**src/sv/tlw_pkg.sv**
```systemverilog
// Shared types, constants and band tables for the taxonomy lineage walk.
// No dependencies; every module of the block imports this package.
package tlw_pkg;

    localparam int NODES     = 65536;
    localparam int NODE_AW   = $clog2(NODES);
    localparam int MAX_STEPS = 30;
    localparam int STEP_W    = $clog2(MAX_STEPS + 1);
    localparam int BANDS     = 7;
    localparam int BAND_W    = 3;
    localparam int CQ_DEPTH  = 4;
    localparam int CQ_AW     = $clog2(CQ_DEPTH);

    typedef enum logic {
        CMD_LOAD  = 1'b0,
        CMD_QUERY = 1'b1
    } cmd_kind_t;

    typedef struct packed {
        logic        cmd;
        logic [15:0] node_index;
        logic [30:0] entry_taxid;
        logic [4:0]  entry_rank;
        logic [15:0] entry_parent;
    } in_item_t;

    typedef struct packed {
        logic [2:0]  level;
        logic [30:0] lineage_taxid;
        logic [4:0]  lineage_rank;
        logic        found;
        logic        last;
    } result_t;

    typedef struct packed {
        cmd_kind_t   kind;
        logic [15:0] node_index;
        logic [30:0] taxid;
        logic [4:0]  rank;
        logic [15:0] parent;
    } cmd_t;

    typedef struct packed {
        logic [30:0] taxid;
        logic [4:0]  rank;
        logic [15:0] parent;
    } node_t;

    localparam logic [4:0] BAND_LOW   [BANDS] = '{5'd24, 5'd20, 5'd17, 5'd12, 5'd8, 5'd5, 5'd2};
    localparam logic [4:0] BAND_HIGH  [BANDS] = '{5'd27, 5'd23, 5'd19, 5'd16, 5'd11, 5'd7, 5'd4};
    localparam logic [4:0] BAND_CANON [BANDS] = '{5'd24, 5'd22, 5'd18, 5'd13, 5'd9, 5'd6, 5'd3};

    function automatic logic node_in_range(input logic [15:0] idx);
        return (32'(idx) < NODES);
    endfunction

endpackage

```
**src/sv/tlw_front.sv**
```systemverilog
// Front end: accepts input beats, classifies them into commands and queues them.
// Depends on tlw_pkg.
module tlw_front (
    input  logic             clk,
    input  logic             rst_n,
    input  logic             push,
    output logic             full,
    input  tlw_pkg::in_item_t item,
    output logic             cmd_valid,
    output tlw_pkg::cmd_t    cmd,
    input  logic             cmd_take
);
    import tlw_pkg::*;

    cmd_t             q_mem [CQ_DEPTH];
    logic [CQ_AW-1:0] wr_ptr_reg, wr_ptr_next;
    logic [CQ_AW-1:0] rd_ptr_reg, rd_ptr_next;
    logic [CQ_AW:0]   count_reg, count_next;
    logic             do_push, do_pop;
    cmd_t             classified;

    always_comb
    begin
        classified.kind       = item.cmd ? CMD_QUERY : CMD_LOAD;
        classified.node_index = item.node_index;
        classified.taxid      = item.entry_taxid;
        classified.rank       = item.entry_rank;
        classified.parent     = item.entry_parent;
    end

    assign full      = (count_reg == (CQ_AW+1)'(CQ_DEPTH));
    assign cmd_valid = (count_reg != '0);
    assign cmd       = q_mem[rd_ptr_reg];
    assign do_push   = push && !full;
    assign do_pop    = cmd_take && cmd_valid;

    always_comb
    begin
        wr_ptr_next = do_push ? wr_ptr_reg + 1'b1 : wr_ptr_reg;
        rd_ptr_next = do_pop ? rd_ptr_reg + 1'b1 : rd_ptr_reg;
        count_next  = count_reg;
        if (do_push && !do_pop)
        begin
            count_next = count_reg + 1'b1;
        end
        else if (do_pop && !do_push)
        begin
            count_next = count_reg - 1'b1;
        end
    end

    always_ff @(posedge clk)
    begin
        if (do_push)
        begin
            q_mem[wr_ptr_reg] <= classified;
        end
    end

    always_ff @(posedge clk or negedge rst_n)
    begin
        if (!rst_n)
        begin
            wr_ptr_reg <= '0;
            rd_ptr_reg <= '0;
            count_reg  <= '0;
        end
        else
        begin
            wr_ptr_reg <= wr_ptr_next;
            rd_ptr_reg <= rd_ptr_next;
            count_reg  <= count_next;
        end
    end

endmodule

```
**config.mk**
```make
export PLATFORM = sky130hd
export DESIGN_NAME = tlw_front
export DESIGN_NICKNAME = d
export VERILOG_FILES = /design/src/sv/tlw_pkg.sv /design/src/sv/tlw_front.sv
export SDC_FILE = /design/constraint.sdc
export NUM_CORES = 1
export LEC_CHECK = 0
export BUFFER_PORTS_ARGS = -buffer_cell sky130_fd_sc_hd__buf_2
export CORE_ASPECT_RATIO = 0.75
export CORE_MARGIN = 1
export CORE_UTILIZATION = 51
export DETAILED_ROUTE_END_ITERATION = 6
export HOLD_SLACK_MARGIN = 0.08
export PLACE_DENSITY = 0.75
export RECOVER_POWER = 25
export SYNTH_ARGS = -nofsm -noshare
export SYNTH_HDL_FRONTEND = slang
export SYNTH_SLANG_ARGS = --single-unit
```
**constraint.sdc**
```tcl
create_clock -name clk -period 2.6 [get_ports clk]
set_input_delay 0.13 -clock clk [delete_from_list [all_inputs] [get_ports clk]]
set_output_delay 0.13 -clock clk [all_outputs]
set_load 0.05 [all_outputs]
```
==> impl_metrics.py, run 1 <==
metrics = {
    "logic_synthesis": {
        "synth-seq-cells": 283,
        "syn_area_mm2": 0.0105,
        "ys_warn_count": 0,
        "avgSynthCellArea_um2": 26.4,
        "syn_inst": 396,
        "synth_nets": 475,
        "ys_types": 22,
        "seq_area_frac_synth_pct": 81.0,
    },
    "timing": {
        "drv_slew": 0,
        "hold_viol": 0,
        "worst_pin_slew_ps": 615,
        "relSlewSlack_pct": 59.0,
        "setup_viol_count_final": 0,
        "timing.final.crit_share_pct": 93.4,
        "fmax_mhz": 412,
        "skew_ps": 12.7,
        "holdWs_ps": 176,
        "tns_ps": 0,
        "rsz0062_at_grt": "false",
        "final.min_clock_period_ps": 2430,
    },
    "route": {
        "remaining_drc_errors": 0,
        "dr.pass1.iters": 4,
        "ant_nets": 0,
        "viasPerCell": 5.42,
        "wl_per_cell_um": 20.7,
        "wirelength_mm": 18.9,
        "vias": 4940,
        "drt-initial-drc-count": 402,
    },
    "run_status": {
        "status": "finished clean",
    },
    "setup_path": {
        "start_kind": "flop",
        "worstPathRequired_ps": 2470,
        "slowest_stage": "dfrtp_4",
        "crit_type": "reg2out",
        "path_buf_inv": 2,
        "endpoint_kind": "output port",
        "crit_fanout": 21,
        "cp_top_family": "flip-flops",
        "path_cells": "buf_12 > mux4_2 > buf_2",
        "max_stage_delay_ps": 690,
        "cp.arrival_ps": 2300,
    },
    "grt": {
        "antenna_found_initial": 0,
        "overflow": 0,
        "grt_pass1_wl_mm": 29.3,
        "grt_pass1_vias": 5261,
        "grt_max_degree": 40,
        "grtUsageTotal_pct": 18.3,
    },
    "clock_network": {
        "clockBufferDepth": 3,
        "h-tree-depth": 1,
        "clkLatencyLatePin_ps": 520,
        "cts.repair.resized": 0,
        "clkSinkCount": 283,
        "post_cts_buffers": 0,
        "ctsRootBufferMaster": "clkbuf_16",
        "cts_hold_buffers": 72,
        "clk_pin_slew_ps": 60,
        "cts_tree": "yes",
        "numCtsBuffers": 26,
    },
    "floorplan": {
        "fp-row-count": 44,
        "die_x_um": 167,
        "die_h_um": 126,
        "die_area_mm2": 0.0211,
        "core_mm2": 0.0197,
        "start_util_pct": 53.0,
        "pin_count": 144,
    },
    "cells_and_area": {
        "stdcell_count": 912,
        "largest_register_ffs": 276,
        "final_common_cell": "edfxtp_1",
        "final_cell_mix": "276 x edfxtp_1, 101 x buf_2, 72 x dlygate4sd3_1",
        "syn_to_final_growth_pct": 24.9,
        "finalNetCount": 720,
        "layout-drive-gt1-share_pct": 35.5,
        "antenna_cells": 0,
    },
    "power": {
        "total_leakage_power_nw": 4.46,
        "ir_drop_mv": 0.755,
        "powerDensity_mw_per_mm2": 1270,
    },
    "placed_design": {
        "dp_hpwl_mm": 11.5,
        "dp.cells": 794,
        "portBuffers": 143,
        "gp_congestion": 0.731,
    },
    "worst_hold_path": {
        "hp-class": "in2reg",
    },
    "run": {
        "drv_cap": 0,
    },
}
==> report_power, final <==
group          internal (W)  switching [W]  leakage (nW)  total, W
Sequential          0.00603       0.000436          2.61   0.00647
Clock               0.00209        0.00153         0.401   0.00362
Combinational       0.00212        0.00433          1.45   0.00644
Total                0.0102        0.00629          4.46    0.0165
==> cell families after synthesis <==
group / count (synthesis) / share of synthesized area (%)
AND/OR/NAND/NOR: 10 / 0.598
adder cells (fa/ha/maj): 6 / 0.790
buffers and inverters: 20 / 1.98
multiplexers: 71 / 15.2
flip-flops: 283 / 81.0
XOR/XNOR: 6 / 0.503
==> synthesized netlist by cell type <==
cell / number / area, um2
edfxtp_1: 276 / 8290
mux4_2: 68 / 1530
buf_2: 8 / 40.0
buf_12: 7 / 140
dfrtp_1: 7 / 175
ha_1: 5 / 62.6
and2_1: 4 / 25.0
xnor2_1: 4 / 35.0
inv_1: 3 / 11.3
xor2_1: 2 / 17.5
buf_6: 1 / 11.3
clkbuf_1: 1 / 3.75
fa_1: 1 / 20.0
mux2_2: 1 / 11.3
mux2_4: 1 / 15.0
mux4_1: 1 / 26.3
nand2_1: 1 / 3.75
nand3_1: 1 / 5.00
nor2_1: 1 / 3.75
nor2b_1: 1 / 6.26
nor3b_2: 1 / 12.5
or3_1: 1 / 6.26
==> final timing paths <==
check	slack, ps	endpoint	depth (start not counted)	startpoint
worst min register to register	500	count_reg[2]	1	count_reg[2]
worst max register to register	440	count_reg[2]	8	count_reg[0]
worst max-delay path	170	cmd[59]	3	rd_ptr_reg[0]
max in group asynchronous	1760	rd_ptr_reg[0]	3	rst_n
min in group asynchronous	560	count_reg[1]	3	rst_n
worst min-delay path	180	wr_ptr_reg[0]	4	push
==> worst min-delay path: cells and delay by family <==
| family | cells | cell delay, ps |
|---|---|---|
| buf+inv | 2 | 260 |
| xor+xnor | 1 | 120 |
| simple gates | 1 | 140 |
==> area by class of cell <==
class	count	area, um2
clock buffer	31	691
clock inverter	15	125
fill	1285	6650
inverter	3	11.3
multi-input combinational	93	1790
sequential	283	8470
tap	253	317
timing repair buffer	234	1650
==> stage by stage <==
step | worst slack [ps] | cell area, um2 | total power, W | utilization (%)
2_1_floorplan | 148 | 10500 | 0.0115 | -
3_3_place_gp | 539 | 11600 | 0.0129 | 58.7
3_5_place_dp | 457 | 11600 | 0.0130 | 58.7
4_1_cts | 105 | 13100 | 0.0167 | 66.5
5_1_grt | 74.7 | 13100 | 0.0172 | 66.3
6_report | 172 | 13100 | 0.0165 | 66.3
==> layer usage <==
layer | wire length, um | vias to the layer above | track usage [%]
li1 | - | 2190 | -
met1 | 8300 | 2547 | 25.9
met2 | 9010 | 178 | 29.6
met3 | 1240 | 25 | 3.90
met4 | 364 | 0 | 4.43
met5 | 0 | - | 0
No activity file was read; power rests on OpenSTA's default activity.
==> run 2: changes to the inputs <==
- CELL_PAD_IN_SITES_DETAIL_PLACEMENT: unset -> 1
- CELL_PAD_IN_SITES_GLOBAL_PLACEMENT: unset -> 1
- CORE_UTILIZATION: 51 -> 54
- PLACE_DENSITY: 0.75 -> unset
- PLACE_DENSITY_LB_ADDON: unset -> 0.1
- clock period: 2.6 -> 2.9 ns (I/O delays scaled with it)
==> run 2 against run 1 <==
- critical path depth unchanged
- first-iteration DRC count shrank 22%
- setup slack improved by 360 ps
==> impl_metrics.py, run 2 (synthesis results as in run 1) <==
metrics = {
    "power": {
        "powerDensity_mw_per_mm2": 1160,
        "ir_drop_mv": 0.720,
        "total_leakage_power_nw": 4.45,
    },
    "route": {
        "viasPerCell": 5.46,
        "drt-initial-drc-count": 313,
        "vias": 4924,
        "remaining_drc_errors": 0,
        "ant_nets": 0,
        "dr.pass1.iters": 4,
        "wirelength_mm": 21.5,
        "wl_per_cell_um": 23.8,
    },
    "placed_design": {
        "dp_slack_ps": 629,
        "dp_hpwl_mm": 12.7,
        "gp_congestion": 0.733,
        "dp.cells": 781,
        "portBuffers": 143,
    },
    "clock_network": {
        "clkSinkCount": 283,
        "ctsRootBufferMaster": "clkbuf_16",
        "cts_hold_buffers": 72,
        "h-tree-depth": 1,
        "clkLatencyLatePin_ps": 520,
        "clk_pin_slew_ps": 70,
        "cts_tree": "yes",
        "numCtsBuffers": 27,
        "post_cts_buffers": 0,
        "cts.repair.resized": 0,
        "clockBufferDepth": 3,
    },
    "timing": {
        "tns_ps": 0,
        "skew_ps": 7.77,
        "worst_slack_ps": 532,
        "rsz0062_at_grt": "false",
        "hold_viol": 0,
        "setup_viol_count_final": 0,
        "timing.final.crit_share_pct": 81.7,
        "worst_pin_slew_ps": 586,
        "fmax_mhz": 422,
        "final.min_clock_period_ps": 2370,
        "relSlewSlack_pct": 60.8,
        "drv_slew": 0,
    },
    "grt": {
        "grt_max_degree": 36,
        "grt_pass1_wl_mm": 32.3,
        "grt_pass1_vias": 5572,
        "overflow": 0,
        "grtUsageTotal_pct": 22.6,
        "antenna_found_initial": 0,
    },
    "floorplan": {
        "core_mm2": 0.0187,
        "start_util_pct": 55.8,
        "fp-row-count": 43,
        "die_h_um": 122,
        "pin_count": 144,
        "die_area_mm2": 0.0199,
        "die_x_um": 163,
    },
    "run": {
        "drv_cap": 0,
    },
    "cells_and_area": {
        "layout-drive-gt1-share_pct": 35.1,
        "final_common_cell": "edfxtp_1",
        "final_cell_mix": "276 x edfxtp_1, 101 x buf_2, 72 x dlygate4sd3_1",
        "fillers": 1525,
        "fin_util_pct": 69.7,
        "antenna_cells": 0,
        "largest_register_ffs": 276,
        "multi_input_area_mm2": 0.00179,
        "stdcell_count": 902,
        "syn_to_final_growth_pct": 24.9,
        "finalNetCount": 714,
        "regArea_mm2": 0.00847,
    },
    "setup_path": {
        "max_stage_delay_ps": 710,
        "cp.arrival_ps": 2220,
        "start_kind": "flop",
        "path_cells": "buf_4 > mux4_2 > buf_2",
        "endpoint_kind": "output port",
        "slowest_stage": "dfrtp_4",
        "crit_type": "reg2out",
        "crit_fanout": 25,
        "worstPathRequired_ps": 2760,
    },
    "worst_hold_path": {
        "hp-class": "in2reg",
    },
    "run_status": {
        "status": "finished clean",
    },
}
run 2: cell count changes in the layout (fill, tap and decap cells not counted):
cell        before  now
buf_4            9    5
buf_12          10    7
clkbuf_8         0    3
clkinv_2         6    3
bufinv_16        2    4
clkbuf_1        46   45
clkinv_1         5    6
clkinv_4         1    0
clkinvlp_4       1    2
inv_8            0    1
run 2: area by class of cell:
| type | count | area share [%] |
|---|---|---|
| clock buffer | 33 | 5.58 |
| tap | 247 | 2.37 |
| timing repair buffer | 227 | 12.0 |
| inverter | 3 | 0.0862 |
| multi-input combinational | 93 | 13.7 |
| clock inverter | 16 | 1.41 |
| sequential | 283 | 64.9 |
run 2: worst paths after layout:
| kind | start | end | slack (ps) | cells after the start |
|---|---|---|---|---|
| worst max-delay path | rd_ptr_reg[1] | cmd[35] | 530 | 3 |
| worst min-delay path | push | wr_ptr_reg[0] | 130 | 3 |
| worst max register to register | count_reg[2] | count_reg[2] | 600 | 8 |
| worst min register to register | count_reg[2] | count_reg[2] | 480 | 1 |
| max in group asynchronous | rst_n | rd_ptr_reg[1] | 1990 | 3 |
| min in group asynchronous | rst_n | count_reg[2] | 620 | 3 |
run 2: worst max-delay path, delay by kind of cell, from the launching register on:
kind / cells / cell delay [ps]
buffers and inverters: 2 / 580
flip-flops: 1 / 710
multiplexers: 1 / 390
run 2: through the flow:
step / cell area (um2) / total power, W / hold WS (ps)
after floorplan: 10500 / 0.0103 / -151
after global routing: 13100 / 0.0157 / 151
after detailed placement: 11500 / 0.0116 / -9.90
after global placement: 11500 / 0.0115 / -16.6
after CTS: 13100 / 0.0153 / 118
final: 13100 / 0.0151 / 133
run 2: metal layers:
| metal | wire length (um) | global-route usage (%) |
|---|---|---|
| met3 | 1120 | 4.29 |
| met4 | 466 | 5.84 |
| met2 | 11400 | 40.8 |
| met1 | 8500 | 28.5 |
| met5 | 0 | 0 |
run 2: report_power, final:
part           switching (W)  internal, W  total (W)
Sequential          0.000336      0.00542    0.00575
Combinational        0.00398      0.00182    0.00580
Clock                0.00145      0.00214    0.00359
Total                0.00577      0.00937     0.0151
==> run 3: changes to the inputs <==
- CORE_UTILIZATION: 54 -> 50
- clock period: 2.9 -> 2.2 ns (I/O delays scaled with it)
==> run 3 against run 2 <==
- cell area is 3.4% higher
- hold slack improved by 34 ps
- routed wire length decreased by 2.7%
- count of clock-buffer cells in the layout is 5 higher
- flip-flop and latch count did not move
- clock power rose by 29%
- setup slack got worse by 480 ps
- global-route usage decreased by 2.5 points
- highest routed layer unchanged
==> impl_metrics.py, run 3 (synthesis results as in run 1) <==
metrics = {
    "placed_design": {
        "portBuffers": 143,
        "dp_hpwl_mm": 12.5,
        "gp_congestion": 0.731,
        "dp.cells": 826,
        "dpl_cell_area_mm2": 0.0118,
        "dp_slack_ps": 172,
    },
    "timing": {
        "setup_viol_count_final": 0,
        "holdWs_ps": 167,
        "skew_ps": 11.1,
        "worst_slack_ps": 49.1,
        "timing.final.crit_share_pct": 97.8,
        "worst_pin_slew_ps": 350,
        "drv_slew": 0,
        "relSlewSlack_pct": 76.6,
        "hold_viol": 0,
        "final.min_clock_period_ps": 2150,
        "rsz0062_at_grt": "true",
        "fmax_mhz": 465,
    },
    "grt": {
        "grt_pass1_wl_mm": 32.2,
        "grtUsageTotal_pct": 20.2,
        "antenna_found_initial": 0,
        "grt_max_degree": 38,
        "overflow": 0,
        "grt_pass1_vias": 5681,
    },
    "cells_and_area": {
        "largest_register_ffs": 276,
        "design_area_mm2": 0.0135,
        "syn_to_final_growth_pct": 29.1,
        "layout-drive-gt1-share_pct": 36.7,
        "stdcell_count": 957,
        "finalNetCount": 732,
        "final_common_cell": "edfxtp_1",
        "antenna_cells": 0,
        "final_cell_mix": "276 x edfxtp_1, 76 x buf_2, 72 x dlygate4sd3_1",
    },
    "run_status": {
        "status": "finished clean",
    },
    "power": {
        "total_leakage_power_nw": 4.61,
        "p_clk_share_pct": 22.4,
        "ir_drop_mv": 1.06,
        "powerDensity_mw_per_mm2": 1530,
        "comb_power_share_pct": 41.5,
        "seq_power_share_pct": 36.1,
        "p_int_w": 0.0129,
        "p_switching_w": 0.00776,
        "finalPower_w": 0.0207,
        "swShare_pct": 37.6,
    },
    "setup_path": {
        "worstPathRequired_ps": 2090,
        "crit_type": "reg2out",
        "start_kind": "flop",
        "crit_fanout": 8,
        "endpoint_kind": "output port",
        "cp.arrival_ps": 2040,
    },
    "route": {
        "wl_per_cell_um": 21.9,
        "wirelength_mm": 20.9,
        "remaining_drc_errors": 0,
        "vias": 4987,
        "drt-initial-drc-count": 403,
        "viasPerCell": 5.21,
        "dr.pass1.iters": 4,
        "ant_nets": 0,
    },
    "clock_network": {
        "clkLatencyLatePin_ps": 530,
        "ctsRootBufferMaster": "clkbuf_16",
        "numCtsBuffers": 28,
        "clk_pin_slew_ps": 60,
        "clkSinkCount": 283,
        "h-tree-depth": 1,
        "cts_tree": "yes",
        "clockBufferDepth": 3,
    },
    "floorplan": {
        "die_area_mm2": 0.0215,
        "pin_count": 144,
        "die_x_um": 169,
        "start_util_pct": 51.3,
        "core_mm2": 0.0204,
        "die_h_um": 127,
        "fp-row-count": 45,
    },
    "run": {
        "drv_cap": 0,
    },
    "worst_hold_path": {
        "hp-class": "in2reg",
    },
}
-- run 3: cell count changes in the layout (fill, tap and decap cells not counted), sizes merged --
cell and change:
buf +13, bufinv -1, clkbuf +9, inv -1
-- run 3: critical path, cell delays in order, from the launching register on --
cell and delay (ps):
dfrtp_4 450, buf_4 160, buf_12 150, mux4_2 530, buf_4 210
-- run 3: stage by stage --
step	util, %	TNS [ps]
detailed placement	57.7	0
floorplan	-	-610
finish	66.2	0
global placement	57.7	0
global route	66.2	-31.1
CTS	65.7	-21.5
-- run 3: what timing repair did --
item | in CTS | in global routing
buffers inserted | 1 | 4
hold endpoints to repair | 285 | 0
hold buffers | 72 | 0
gates cloned | 0 | 2
pin swaps | 0 | 0
gates resized for setup | 6 | 40
endpoints found under the setup margin | 60 | 39
-- run 3: per-layer routing --
| metal | up-vias | GRT usage [%] | share of wire (%) |
|---|---|---|---|
| li1 | 2215 | - | - |
| met1 | 2607 | 27.1 | 43 |
| met2 | 133 | 34.4 | 50 |
| met3 | 32 | 4.31 | 5.1 |
| met4 | 0 | 4.44 | 1.7 |
| met5 | - | 0 | 0 |
-- run 3: power groups by stage --
stage,Combinational (W),Sequential [W],Clock (W)
2_1_floorplan,0.00622,0.00743,0
3_3_place_gp,0.00799,0.00753,0
3_5_place_dp,0.00807,0.00762,0
4_1_cts,0.00829,0.00749,0.00474
5_1_grt,0.00900,0.00755,0.00489
6_report,0.00857,0.00746,0.00464
-- run 3: final timing paths --
| path | end | slack [ps] | cells past startpoint | start |
|---|---|---|---|---|
| max | cmd[56] | 50 | 4 | rd_ptr_reg[0] |
| min | wr_ptr_reg[0] | 170 | 4 | push |
| max reg2reg | count_reg[2] | 170 | 8 | count_reg[0] |
| min reg2reg | count_reg[2] | 520 | 1 | count_reg[2] |
| max in group asynchronous | rd_ptr_reg[0] | 1360 | 3 | rst_n |
| min in group asynchronous | wr_ptr_reg[0] | 550 | 3 | rst_n |
-- run 3: cell type report --
type / instances / area, um2
Clock inverter: 14 / 158
Tap cell: 282 / 353
Inverter: 3 / 11.3
Fill cell: 1705 / 6890
Clock buffer: 38 / 738
Sequential cell: 283 / 8470
Multi-Input combinational cell: 93 / 1820
Timing Repair Buffer: 244 / 1950
